### src/hw/rtl/qmm_pkg.sv
// shared types and constants for the quad motor mixer with square-root thrust mapping
package qmm_pkg;

   localparam int MotorCount = 4;
   localparam int LiftW = 16;
   localparam int CmdW = 24;
   localparam int TrimW = 8;
   localparam int MotorW = 11;
   localparam int CsrIdxW = 2;

   // thrust term fits in 29 bits signed, one spare bit kept
   localparam int TermW = 30;
   localparam int OpndW = 28;
   localparam int RootW = OpndW / 2;
   localparam int RemW = RootW + 1;
   localparam int MixW = RootW + 2;

   localparam int RootStepsPerStage = 2;

   localparam int ReqDataW = LiftW + 3 * CmdW;
   localparam int RspDataW = ((MotorCount * MotorW + 7) / 8) * 8;

   localparam int LiftCoef = 5;
   localparam int AxisCoef = 10;
   localparam int YawCoef = 8;
   localparam int LiftThresh = 10;
   localparam int MotorFloor = 200;
   localparam int MotorCeil = 1000;

   typedef logic [OpndW-1:0] opnd_type;
   typedef logic [RootW-1:0] root_type;

   typedef struct packed {
      logic lift_low;
      logic lift_high;
   } ctl_type;

   typedef enum logic [CsrIdxW-1:0] {
      CSR_MOTOR0_TRIM = 2'd0,
      CSR_MOTOR1_TRIM = 2'd1,
      CSR_MOTOR2_TRIM = 2'd2,
      CSR_MOTOR3_TRIM = 2'd3
   } csr_idx_type;

endpackage

### src/hw/rtl/qmm_root_pipe.sv
// pipelined floor square root, four lanes, a few result bits per stage
module qmm_root_pipe
   import qmm_pkg::*;
#(
   parameter int STEPS_PER_STAGE = RootStepsPerStage
) (
   input  logic     clock,
   input  logic     reset,
   input  logic     in_valid,
   output logic     in_ready,
   input  opnd_type in_opnd [MotorCount],
   input  ctl_type  in_ctl,
   output logic     out_valid,
   input  logic     out_ready,
   output root_type out_root [MotorCount],
   output ctl_type  out_ctl
);

   localparam int Stages = (RootW + STEPS_PER_STAGE - 1) / STEPS_PER_STAGE;

   typedef struct packed {
      logic [RemW-1:0] rem;
      root_type        root;
      opnd_type        opnd;
   } lane_type;

   // one restoring step: bring down two operand bits, try root*4+1
   function automatic lane_type root_step(input lane_type l);
      logic [RemW+1:0] cur;
      logic [RemW+1:0] trial;
      logic [RemW+1:0] diff;
      lane_type        r;
      cur = {l.rem, l.opnd[OpndW-1 -: 2]};
      trial = {{(RemW - RootW){1'b0}}, l.root, 2'b01};
      diff = cur - trial;
      r.opnd = {l.opnd[OpndW-3:0], 2'b00};
      if (cur >= trial) begin
         r.rem = diff[RemW-1:0];
         r.root = {l.root[RootW-2:0], 1'b1};
      end else begin
         r.rem = cur[RemW-1:0];
         r.root = {l.root[RootW-2:0], 1'b0};
      end
      return r;
   endfunction

   lane_type lane_ff [Stages][MotorCount];
   lane_type lane_in [Stages][MotorCount];
   ctl_type  ctl_ff [Stages];
   ctl_type  ctl_in [Stages];
   logic [Stages-1:0] valid_ff;
   logic [Stages-1:0] valid_in;
   logic [Stages:0]   ready;

   assign ready[Stages] = out_ready;

   for (genvar k = 0; k < Stages; k++) begin : g_stage
      assign ready[k] = !valid_ff[k] || ready[k+1];

      if (k == 0) begin : g_first
         always_comb begin
            lane_type cur_l;
            for (int m = 0; m < MotorCount; m++) begin
               cur_l.rem = '0;
               cur_l.root = '0;
               cur_l.opnd = in_opnd[m];
               for (int j = 0; j < STEPS_PER_STAGE; j++) begin
                  if (j < RootW) begin
                     cur_l = root_step(cur_l);
                  end
               end
               lane_in[k][m] = cur_l;
            end
            ctl_in[k] = in_ctl;
            valid_in[k] = in_valid;
         end
      end else begin : g_next
         always_comb begin
            lane_type cur_l;
            for (int m = 0; m < MotorCount; m++) begin
               cur_l = lane_ff[k-1][m];
               for (int j = 0; j < STEPS_PER_STAGE; j++) begin
                  if (k * STEPS_PER_STAGE + j < RootW) begin
                     cur_l = root_step(cur_l);
                  end
               end
               lane_in[k][m] = cur_l;
            end
            ctl_in[k] = ctl_ff[k-1];
            valid_in[k] = valid_ff[k-1];
         end
      end

      always_ff @(posedge clock) begin
         if (reset) begin
            valid_ff[k] <= 1'b0;
         end else if (ready[k]) begin
            valid_ff[k] <= valid_in[k];
         end
      end

      always_ff @(posedge clock) begin
         if (ready[k]) begin
            lane_ff[k] <= lane_in[k];
            ctl_ff[k] <= ctl_in[k];
         end
      end
   end

   assign in_ready = ready[0];
   assign out_valid = valid_ff[Stages-1];
   assign out_ctl = ctl_ff[Stages-1];

   always_comb begin
      for (int m = 0; m < MotorCount; m++) begin
         out_root[m] = lane_ff[Stages-1][m].root;
      end
   end

   // a held result must not change under a stall; checked on out_ctl and the roots of lanes 0 and 3
   a_stall_hold: assert property (@(posedge clock) disable iff (reset)
      out_valid && !out_ready |=> out_valid && $stable(out_ctl)
         && $stable(lane_ff[Stages-1][0].root) && $stable(lane_ff[Stages-1][3].root))
      else $error("root pipe output changed while stalled");

   a_empty_ready: assert property (@(posedge clock) disable iff (reset)
      !valid_ff[0] |-> in_ready)
      else $error("root pipe refused a beat with its first stage empty");

   a_reset_empty: assert property (@(posedge clock)
      reset |=> valid_ff == '0)
      else $error("root pipe holds valid data after reset");

endmodule

### src/hw/rtl/quad_motor_mixer_sqrt_top.sv
// a req beat passes the mixing register, the square-root stage registers and the output register before rsp_tvalid
// throughput: one command set per cycle while rsp_tready stays high
// pipeline depth is set by the square-root stages, STEPS_PER_STAGE root bits each
// stalls back up stage by stage; empty stages keep taking beats
// reset: synchronous, clears all stage valid bits and the four trim registers to 0
module quad_motor_mixer_sqrt_top
   import qmm_pkg::*;
#(
   parameter int STEPS_PER_STAGE = RootStepsPerStage
) (
   input  logic                clock,
   input  logic                reset,
   input  logic                req_tvalid,
   output logic                req_tready,
   // lift_cmd[15:0], roll_cmd[39:16], pitch_cmd[63:40], yaw_cmd[87:64]
   input  logic [ReqDataW-1:0] req_tdata,
   output logic                rsp_tvalid,
   input  logic                rsp_tready,
   // motor0[10:0], motor1[21:11], motor2[32:22], motor3[43:33], zero fill above
   output logic [RspDataW-1:0] rsp_tdata,
   input  logic                csr_valid,
   output logic                csr_ready,
   input  logic [CsrIdxW-1:0]  csr_index,
   input  logic [TrimW-1:0]    csr_data
);

   logic signed [TrimW-1:0] trim_ff [MotorCount];

   assign csr_ready = 1'b1;

   always_ff @(posedge clock) begin
      if (reset) begin
         for (int m = 0; m < MotorCount; m++) begin
            trim_ff[m] <= '0;
         end
      end else if (csr_valid) begin
         case (csr_idx_type'(csr_index))
            CSR_MOTOR0_TRIM: trim_ff[0] <= csr_data;
            CSR_MOTOR1_TRIM: trim_ff[1] <= csr_data;
            CSR_MOTOR2_TRIM: trim_ff[2] <= csr_data;
            CSR_MOTOR3_TRIM: trim_ff[3] <= csr_data;
            default: ;
         endcase
      end
   end

   // mixing stage
   logic [LiftW-1:0]       lift;
   logic signed [TermW-1:0] lift_s, roll_s, pitch_s, yaw_s;
   logic signed [TermW-1:0] term [MotorCount];
   opnd_type               opnd_in [MotorCount];
   ctl_type                ctl_in;
   opnd_type               opnd_ff [MotorCount];
   ctl_type                ctl_ff;
   logic                   s1_valid_ff;
   logic                   pipe_in_ready;

   assign lift = req_tdata[LiftW-1:0];

   always_comb begin
      lift_s = TermW'($signed({1'b0, lift}));
      roll_s = TermW'($signed(req_tdata[LiftW +: CmdW]));
      pitch_s = TermW'($signed(req_tdata[LiftW + CmdW +: CmdW]));
      yaw_s = TermW'($signed(req_tdata[LiftW + 2 * CmdW +: CmdW]));
      term[0] = TermW'(LiftCoef * lift_s + AxisCoef * pitch_s - YawCoef * yaw_s);
      term[1] = TermW'(LiftCoef * lift_s - AxisCoef * roll_s + YawCoef * yaw_s);
      term[2] = TermW'(LiftCoef * lift_s - AxisCoef * pitch_s - YawCoef * yaw_s);
      term[3] = TermW'(LiftCoef * lift_s + AxisCoef * roll_s + YawCoef * yaw_s);
      for (int m = 0; m < MotorCount; m++) begin
         // negative thrust roots to zero
         opnd_in[m] = term[m][TermW-1] ? '0 : term[m][OpndW-1:0];
      end
      ctl_in.lift_low = lift < LiftW'(LiftThresh);
      ctl_in.lift_high = lift > LiftW'(LiftThresh);
   end

   assign req_tready = !s1_valid_ff || pipe_in_ready;

   always_ff @(posedge clock) begin
      if (reset) begin
         s1_valid_ff <= 1'b0;
      end else if (req_tready) begin
         s1_valid_ff <= req_tvalid;
      end
   end

   always_ff @(posedge clock) begin
      if (req_tready) begin
         opnd_ff <= opnd_in;
         ctl_ff <= ctl_in;
      end
   end

   // square roots
   logic     pipe_out_valid;
   logic     pipe_out_ready;
   root_type pipe_root [MotorCount];
   ctl_type  pipe_ctl;

   qmm_root_pipe #(
      .STEPS_PER_STAGE(STEPS_PER_STAGE)
   ) u_root_pipe (
      .clock    (clock),
      .reset    (reset),
      .in_valid (s1_valid_ff),
      .in_ready (pipe_in_ready),
      .in_opnd  (opnd_ff),
      .in_ctl   (ctl_ff),
      .out_valid(pipe_out_valid),
      .out_ready(pipe_out_ready),
      .out_root (pipe_root),
      .out_ctl  (pipe_ctl)
   );

   // trim and clamp into the output register
   logic signed [MixW-1:0]   mix;
   logic signed [MotorW-1:0] motor_in [MotorCount];
   logic signed [MotorW-1:0] motor_ff [MotorCount];
   logic                     rsp_valid_ff;
   logic                     out_load;

   assign pipe_out_ready = !rsp_valid_ff || rsp_tready;
   assign out_load = pipe_out_ready;

   always_comb begin
      mix = '0;
      for (int m = 0; m < MotorCount; m++) begin
         mix = $signed({2'b00, pipe_root[m]}) + MixW'(trim_ff[m]);
         if (pipe_ctl.lift_low) begin
            mix = '0;
         end
         if (pipe_ctl.lift_high && mix < MixW'(MotorFloor)) begin
            mix = MixW'(MotorFloor);
         end
         if (mix >= MixW'(MotorCeil)) begin
            mix = MixW'(MotorCeil);
         end
         motor_in[m] = mix[MotorW-1:0];
      end
   end

   always_ff @(posedge clock) begin
      if (reset) begin
         rsp_valid_ff <= 1'b0;
      end else if (out_load) begin
         rsp_valid_ff <= pipe_out_valid;
      end
   end

   always_ff @(posedge clock) begin
      if (out_load) begin
         motor_ff <= motor_in;
      end
   end

   assign rsp_tvalid = rsp_valid_ff;
   assign rsp_tdata = {{(RspDataW - MotorCount * MotorW){1'b0}},
                       motor_ff[3], motor_ff[2], motor_ff[1], motor_ff[0]};

   a_range: assert property (@(posedge clock) disable iff (reset)
      rsp_valid_ff |->
         motor_ff[0] <= MotorW'(MotorCeil) && motor_ff[1] <= MotorW'(MotorCeil)
         && motor_ff[2] <= MotorW'(MotorCeil) && motor_ff[3] <= MotorW'(MotorCeil))
      else $error("motor drive above ceiling");

   a_lift_low: assert property (@(posedge clock) disable iff (reset)
      out_load && pipe_out_valid && pipe_ctl.lift_low |=>
         motor_ff[0] == '0 && motor_ff[1] == '0 && motor_ff[2] == '0 && motor_ff[3] == '0)
      else $error("low lift did not force motors off");

   a_lift_high: assert property (@(posedge clock) disable iff (reset)
      out_load && pipe_out_valid && pipe_ctl.lift_high |=>
         motor_ff[0] >= MotorW'(MotorFloor) && motor_ff[1] >= MotorW'(MotorFloor)
         && motor_ff[2] >= MotorW'(MotorFloor) && motor_ff[3] >= MotorW'(MotorFloor))
      else $error("high lift left a motor below the floor");

endmodule

### config.mk
export PLATFORM = sky130hd
export DESIGN_NAME = quad_motor_mixer_sqrt_top
export DESIGN_NICKNAME = d
export VERILOG_FILES = /design/src/hw/rtl/qmm_pkg.sv /design/src/hw/rtl/qmm_root_pipe.sv /design/src/hw/rtl/quad_motor_mixer_sqrt_top.sv
export SDC_FILE = /design/constraint.sdc
export NUM_CORES = 2
export LEC_CHECK = 0
export BUFFER_PORTS_ARGS = -buffer_cell sky130_fd_sc_hd__buf_2
export CAP_MARGIN = 20
export CORE_ASPECT_RATIO = 1.4
export CORE_UTILIZATION = 44
export CTS_CLUSTER_DIAMETER = 30
export DETAILED_ROUTE_END_ITERATION = 10
export PLACE_DENSITY = 0.6
export SYNTH_ARGS = -nofsm -noshare
export SYNTH_HDL_FRONTEND = slang
export SYNTH_SLANG_ARGS = --single-unit
export TNS_END_PERCENT = 1
### constraint.sdc
create_clock -name clock -period 23.5 [get_ports clock]
set_input_delay 1.175 -clock clock [delete_from_list [all_inputs] [get_ports clock]]
set_output_delay 1.175 -clock clock [all_outputs]
set_load 0.01 [all_outputs]
==> out/qor.csv <==
metric;value;unit
Most used DFF post-synth;edfxtp_1;
Cell variety after synth;127;
RR Endpoint;u_root_pipe.lane_ff[6][183]$_DFFE_PP_;
register area;0.0332;mm2
Final Hold Vio Count;0;
cell family contributing the most delay on the critical path;compound AO/OA/AOI/OAI gates;
peak supply drop;75.6;uV
pin slew with the least headroom to its limit;1.07;ns
Final nets;8736;
syn_area_per_cell;10.3;um2
Die Y;499;um
clock buffer depth;3;
Tmin final;7.54;ns
via count;55900;
gpl congestion;0.960;
die width;357;um
P&R area growth vs syn;12.3;%
post-route non-filler standard cell count;10200;
combinational fraction of design power;55.3;%
Worst Hold End;u_root_pipe.lane_ff[1][113]$_DFFE_PP_;
Worst-Skew Late Latency;0.81;ns
Setup Crit Path Kind;in2reg;
WL per Instance;17.9;um
Final period util;32.1;%
Int Power;8.34;mW
CP Max Fanout;22;
Port Buffers;148;
H-tree levels;4;
DR pass1 iterations;6;
Seq cells post-synth;1107;
Top Ports;154;
mapped cell area;0.0775;mm2
Setup Viol. Count Final;0;
DP Worst Slack;15.14;ns
DR vias/cell;5.48;
vias in the first global route;56300;
YS warnings;0;
Max-cap violations;0;
CP most frequent cell;o21ai_0;
Rows;181;
drt initial violations;3226;
Reg clk slew, reported paths;0.06;ns
unrepaired setup endpoints after global routing;no;
P per Cell Area;165;mW/mm2
maximum clock frequency;133;MHz
CP arrival;8.09;ns
final setup TNS;0;ns
share of layout cells above drive strength 1;8.99;%
Slew Limit Headroom;27.5;%
Crit. End Element;flop;
multi-input logic area;0.0413;mm2
Synth async-reset ratio;0;%
CP max stage delay;0.85;ns
global route total overflow;0;
Sw Ratio;41.8;%
CTS Root Cell;clkbuf_16;
drt total wl;183000;um
largest net degree at the start of global routing;94;
Crit-path slowest cell;o41ai_1;
first-pass GRT wire length;291000;um
worst-case reg-to-reg path depth;23;
PnR worst setup slack;15.96;ns
total track usage;20.4;%
cts repair resizes;0;
Hold Path Class;reg2reg;
Hold WS;0.395;ns
startpoint types;input port;
Die ar.;0.178;mm2
reg2reg setup slack;17.52;ns
Post-synth EDFFs;1098;
starting density of the core;44.4;%
worst reg2reg path startpoint;u_root_pipe.lane_ff[5][183]$_DFFE_PP_;
Detailed Place HPWL;148000;um
switching pwr;5.98;mW
Post-CTS Setup Bufs;0;
drt drc;0;
CP bufs+invs;5;
CTS tree;built;
Hold Crit Depth;0;
CTS Hold Buffers Added;0;
TritonCTS Buffers;173;
initial antenna violation count;5;
clk_skew;0.0461;ns
leak pwr;37.5;nW
filler instances;15800;
Worst Hold Launch;u_root_pipe.lane_ff[0][109]$_DFFE_PP_;
total power;14.3;mW
area of the core;0.174;mm2
post-synthesis sequential area ratio;42.8;%
CP required;24.06;ns
Syn Inst Count;7517;
CTS sink cnt;1107;
Max Slew Vio Count;0;
Clock Power Share;18.4;%
status;finished clean;
placed cells;9869;
post-route ant nets;0;
Reg power frac;26.3;%
[how the worst max path moves through the flow]
stage,start,endpoint,slack (ns),cells past startpoint
CTS,req_tdata[2],opnd_ff[2]$_SDFFCE_PP0P_,15.98,26
finish,req_tdata[1],opnd_ff[2]$_SDFFCE_PP0P_,15.96,27
detailed placement,req_tdata[2],opnd_ff[19]$_SDFFCE_PP0P_,15.14,26
global route,req_tdata[2],opnd_ff[2]$_SDFFCE_PP0P_,15.44,26
floorplan,rsp_tready,ctl_ff[0]$_DFFE_PP_,12.66,6
global placement,req_tdata[1],opnd_ff[46]$_SDFFCE_PP0P_,14.92,28
[power groups by stage]
stage / clock network (mW) / logic, mW / registers [mW]
2_1_floorplan: 0 / 6.16 / 3.60
3_3_place_gp: 0 / 7.75 / 3.80
3_5_place_dp: 0 / 7.85 / 3.81
4_1_cts: 2.69 / 7.91 / 3.78
5_1_grt: 2.76 / 8.83 / 3.86
6_report: 2.63 / 7.92 / 3.77
[cell families (layout without fill, tap and decap cells)]
| group | after synthesis | in the layout | synth area share [%] |
|---|---|---|---|
| and+or+nand+nor | 2210 | 2210 | 14.3 |
| other | 2 | 12 | 0.00969 |
| AOI/OAI and AO/OA | 1815 | 1815 | 15.5 |
| DFF | 1107 | 1107 | 42.8 |
| muxes | 98 | 98 | 1.45 |
| xor gates and xnor gates | 619 | 619 | 7.01 |
| buffers and inverters | 792 | 1176 | 4.04 |
| adders and majority gates | 874 | 874 | 14.8 |
[metrics by stage]
stage,cell area [um2],util [%]
final,87000,49.9
after global routing,87000,49.9
after CTS,87000,49.9
after detailed placement,80800,46.4
after global placement,80800,46.3
after floorplan,77500,-
[final cells by class]
cell class	instances	area share [%]
Clock inverter	139	2.00
Inverter	673	2.91
Timing Repair Buffer	179	1.13
Sequential cell	1107	38.1
Antenna cell	3	0.00863
Clock buffer	185	5.10
Tap cell	2287	3.29
Multi-Input combinational cell	5625	47.5
[sequential cells by signal, indices dropped and copies added (netlist names)]
signal                 cells
trim_ff                   32
u_root_pipe.out_valid      1
opnd_ff                  112
rsp_tdata                 44
ctl_ff                     2
s1_valid_ff                1
rsp_tvalid                 1
u_root_pipe.ctl_ff        14
u_root_pipe.valid_ff       6
u_root_pipe.lane_ff      894
[Yosys cell counts (33+ instances only)]
cell type     n  area [um2]
edfxtp_1   1098       33000
ha_1        798        9980
inv_1       660        2480
nor2_1      634        2380
a21oi_1     538        2690
nand2_1     455        1710
xnor2_1     378        3310
o21ai_0     323        1620
xor2_1      239        2090
nor3_1      202        1010
a21o_1      197        1480
nand3_1     129         646
and2_1      107         669
o21a_1      105         788
nand2b_1     93         582
nand4_1      82         513
nor2b_1      77         482
fa_1         76        1520
or3_1        73         457
a31oi_1      70         438
nor4_1       67         419
clkbuf_1     65         244
and3_1       61         382
o211ai_1     58         435
o31ai_1      58         435
o21bai_1     51         383
or2_2        47         294
a211oi_1     41         308
mux2_2       40         450
mux2i_1      38         380
nor3b_1      37         278
a31o_2       33         289
[per-layer routing]
layer  wire (um)  part of all wire (%)  GRT usage, %  up-vias
met5           0                     0             0        -
met4        9880                   5.4          10.9        0
met3        4780                   2.6          2.23      420
met2       93300                    51          37.5     1011
met1       74900                    41          22.8    26300
li1            -                     -             -    28200
[cells in the final DEF, fill, tap and decap left out, drive strengths merged, types with 197 or more instances in the layout]
master,instances
xnor2,378
nor2,637
inv,709
xor2,241
o21ai,347
edfxtp,1098
ha,798
nand2,457
nor3,205
a21oi,539
a21o,197
(Power assumes the default switching activity.)
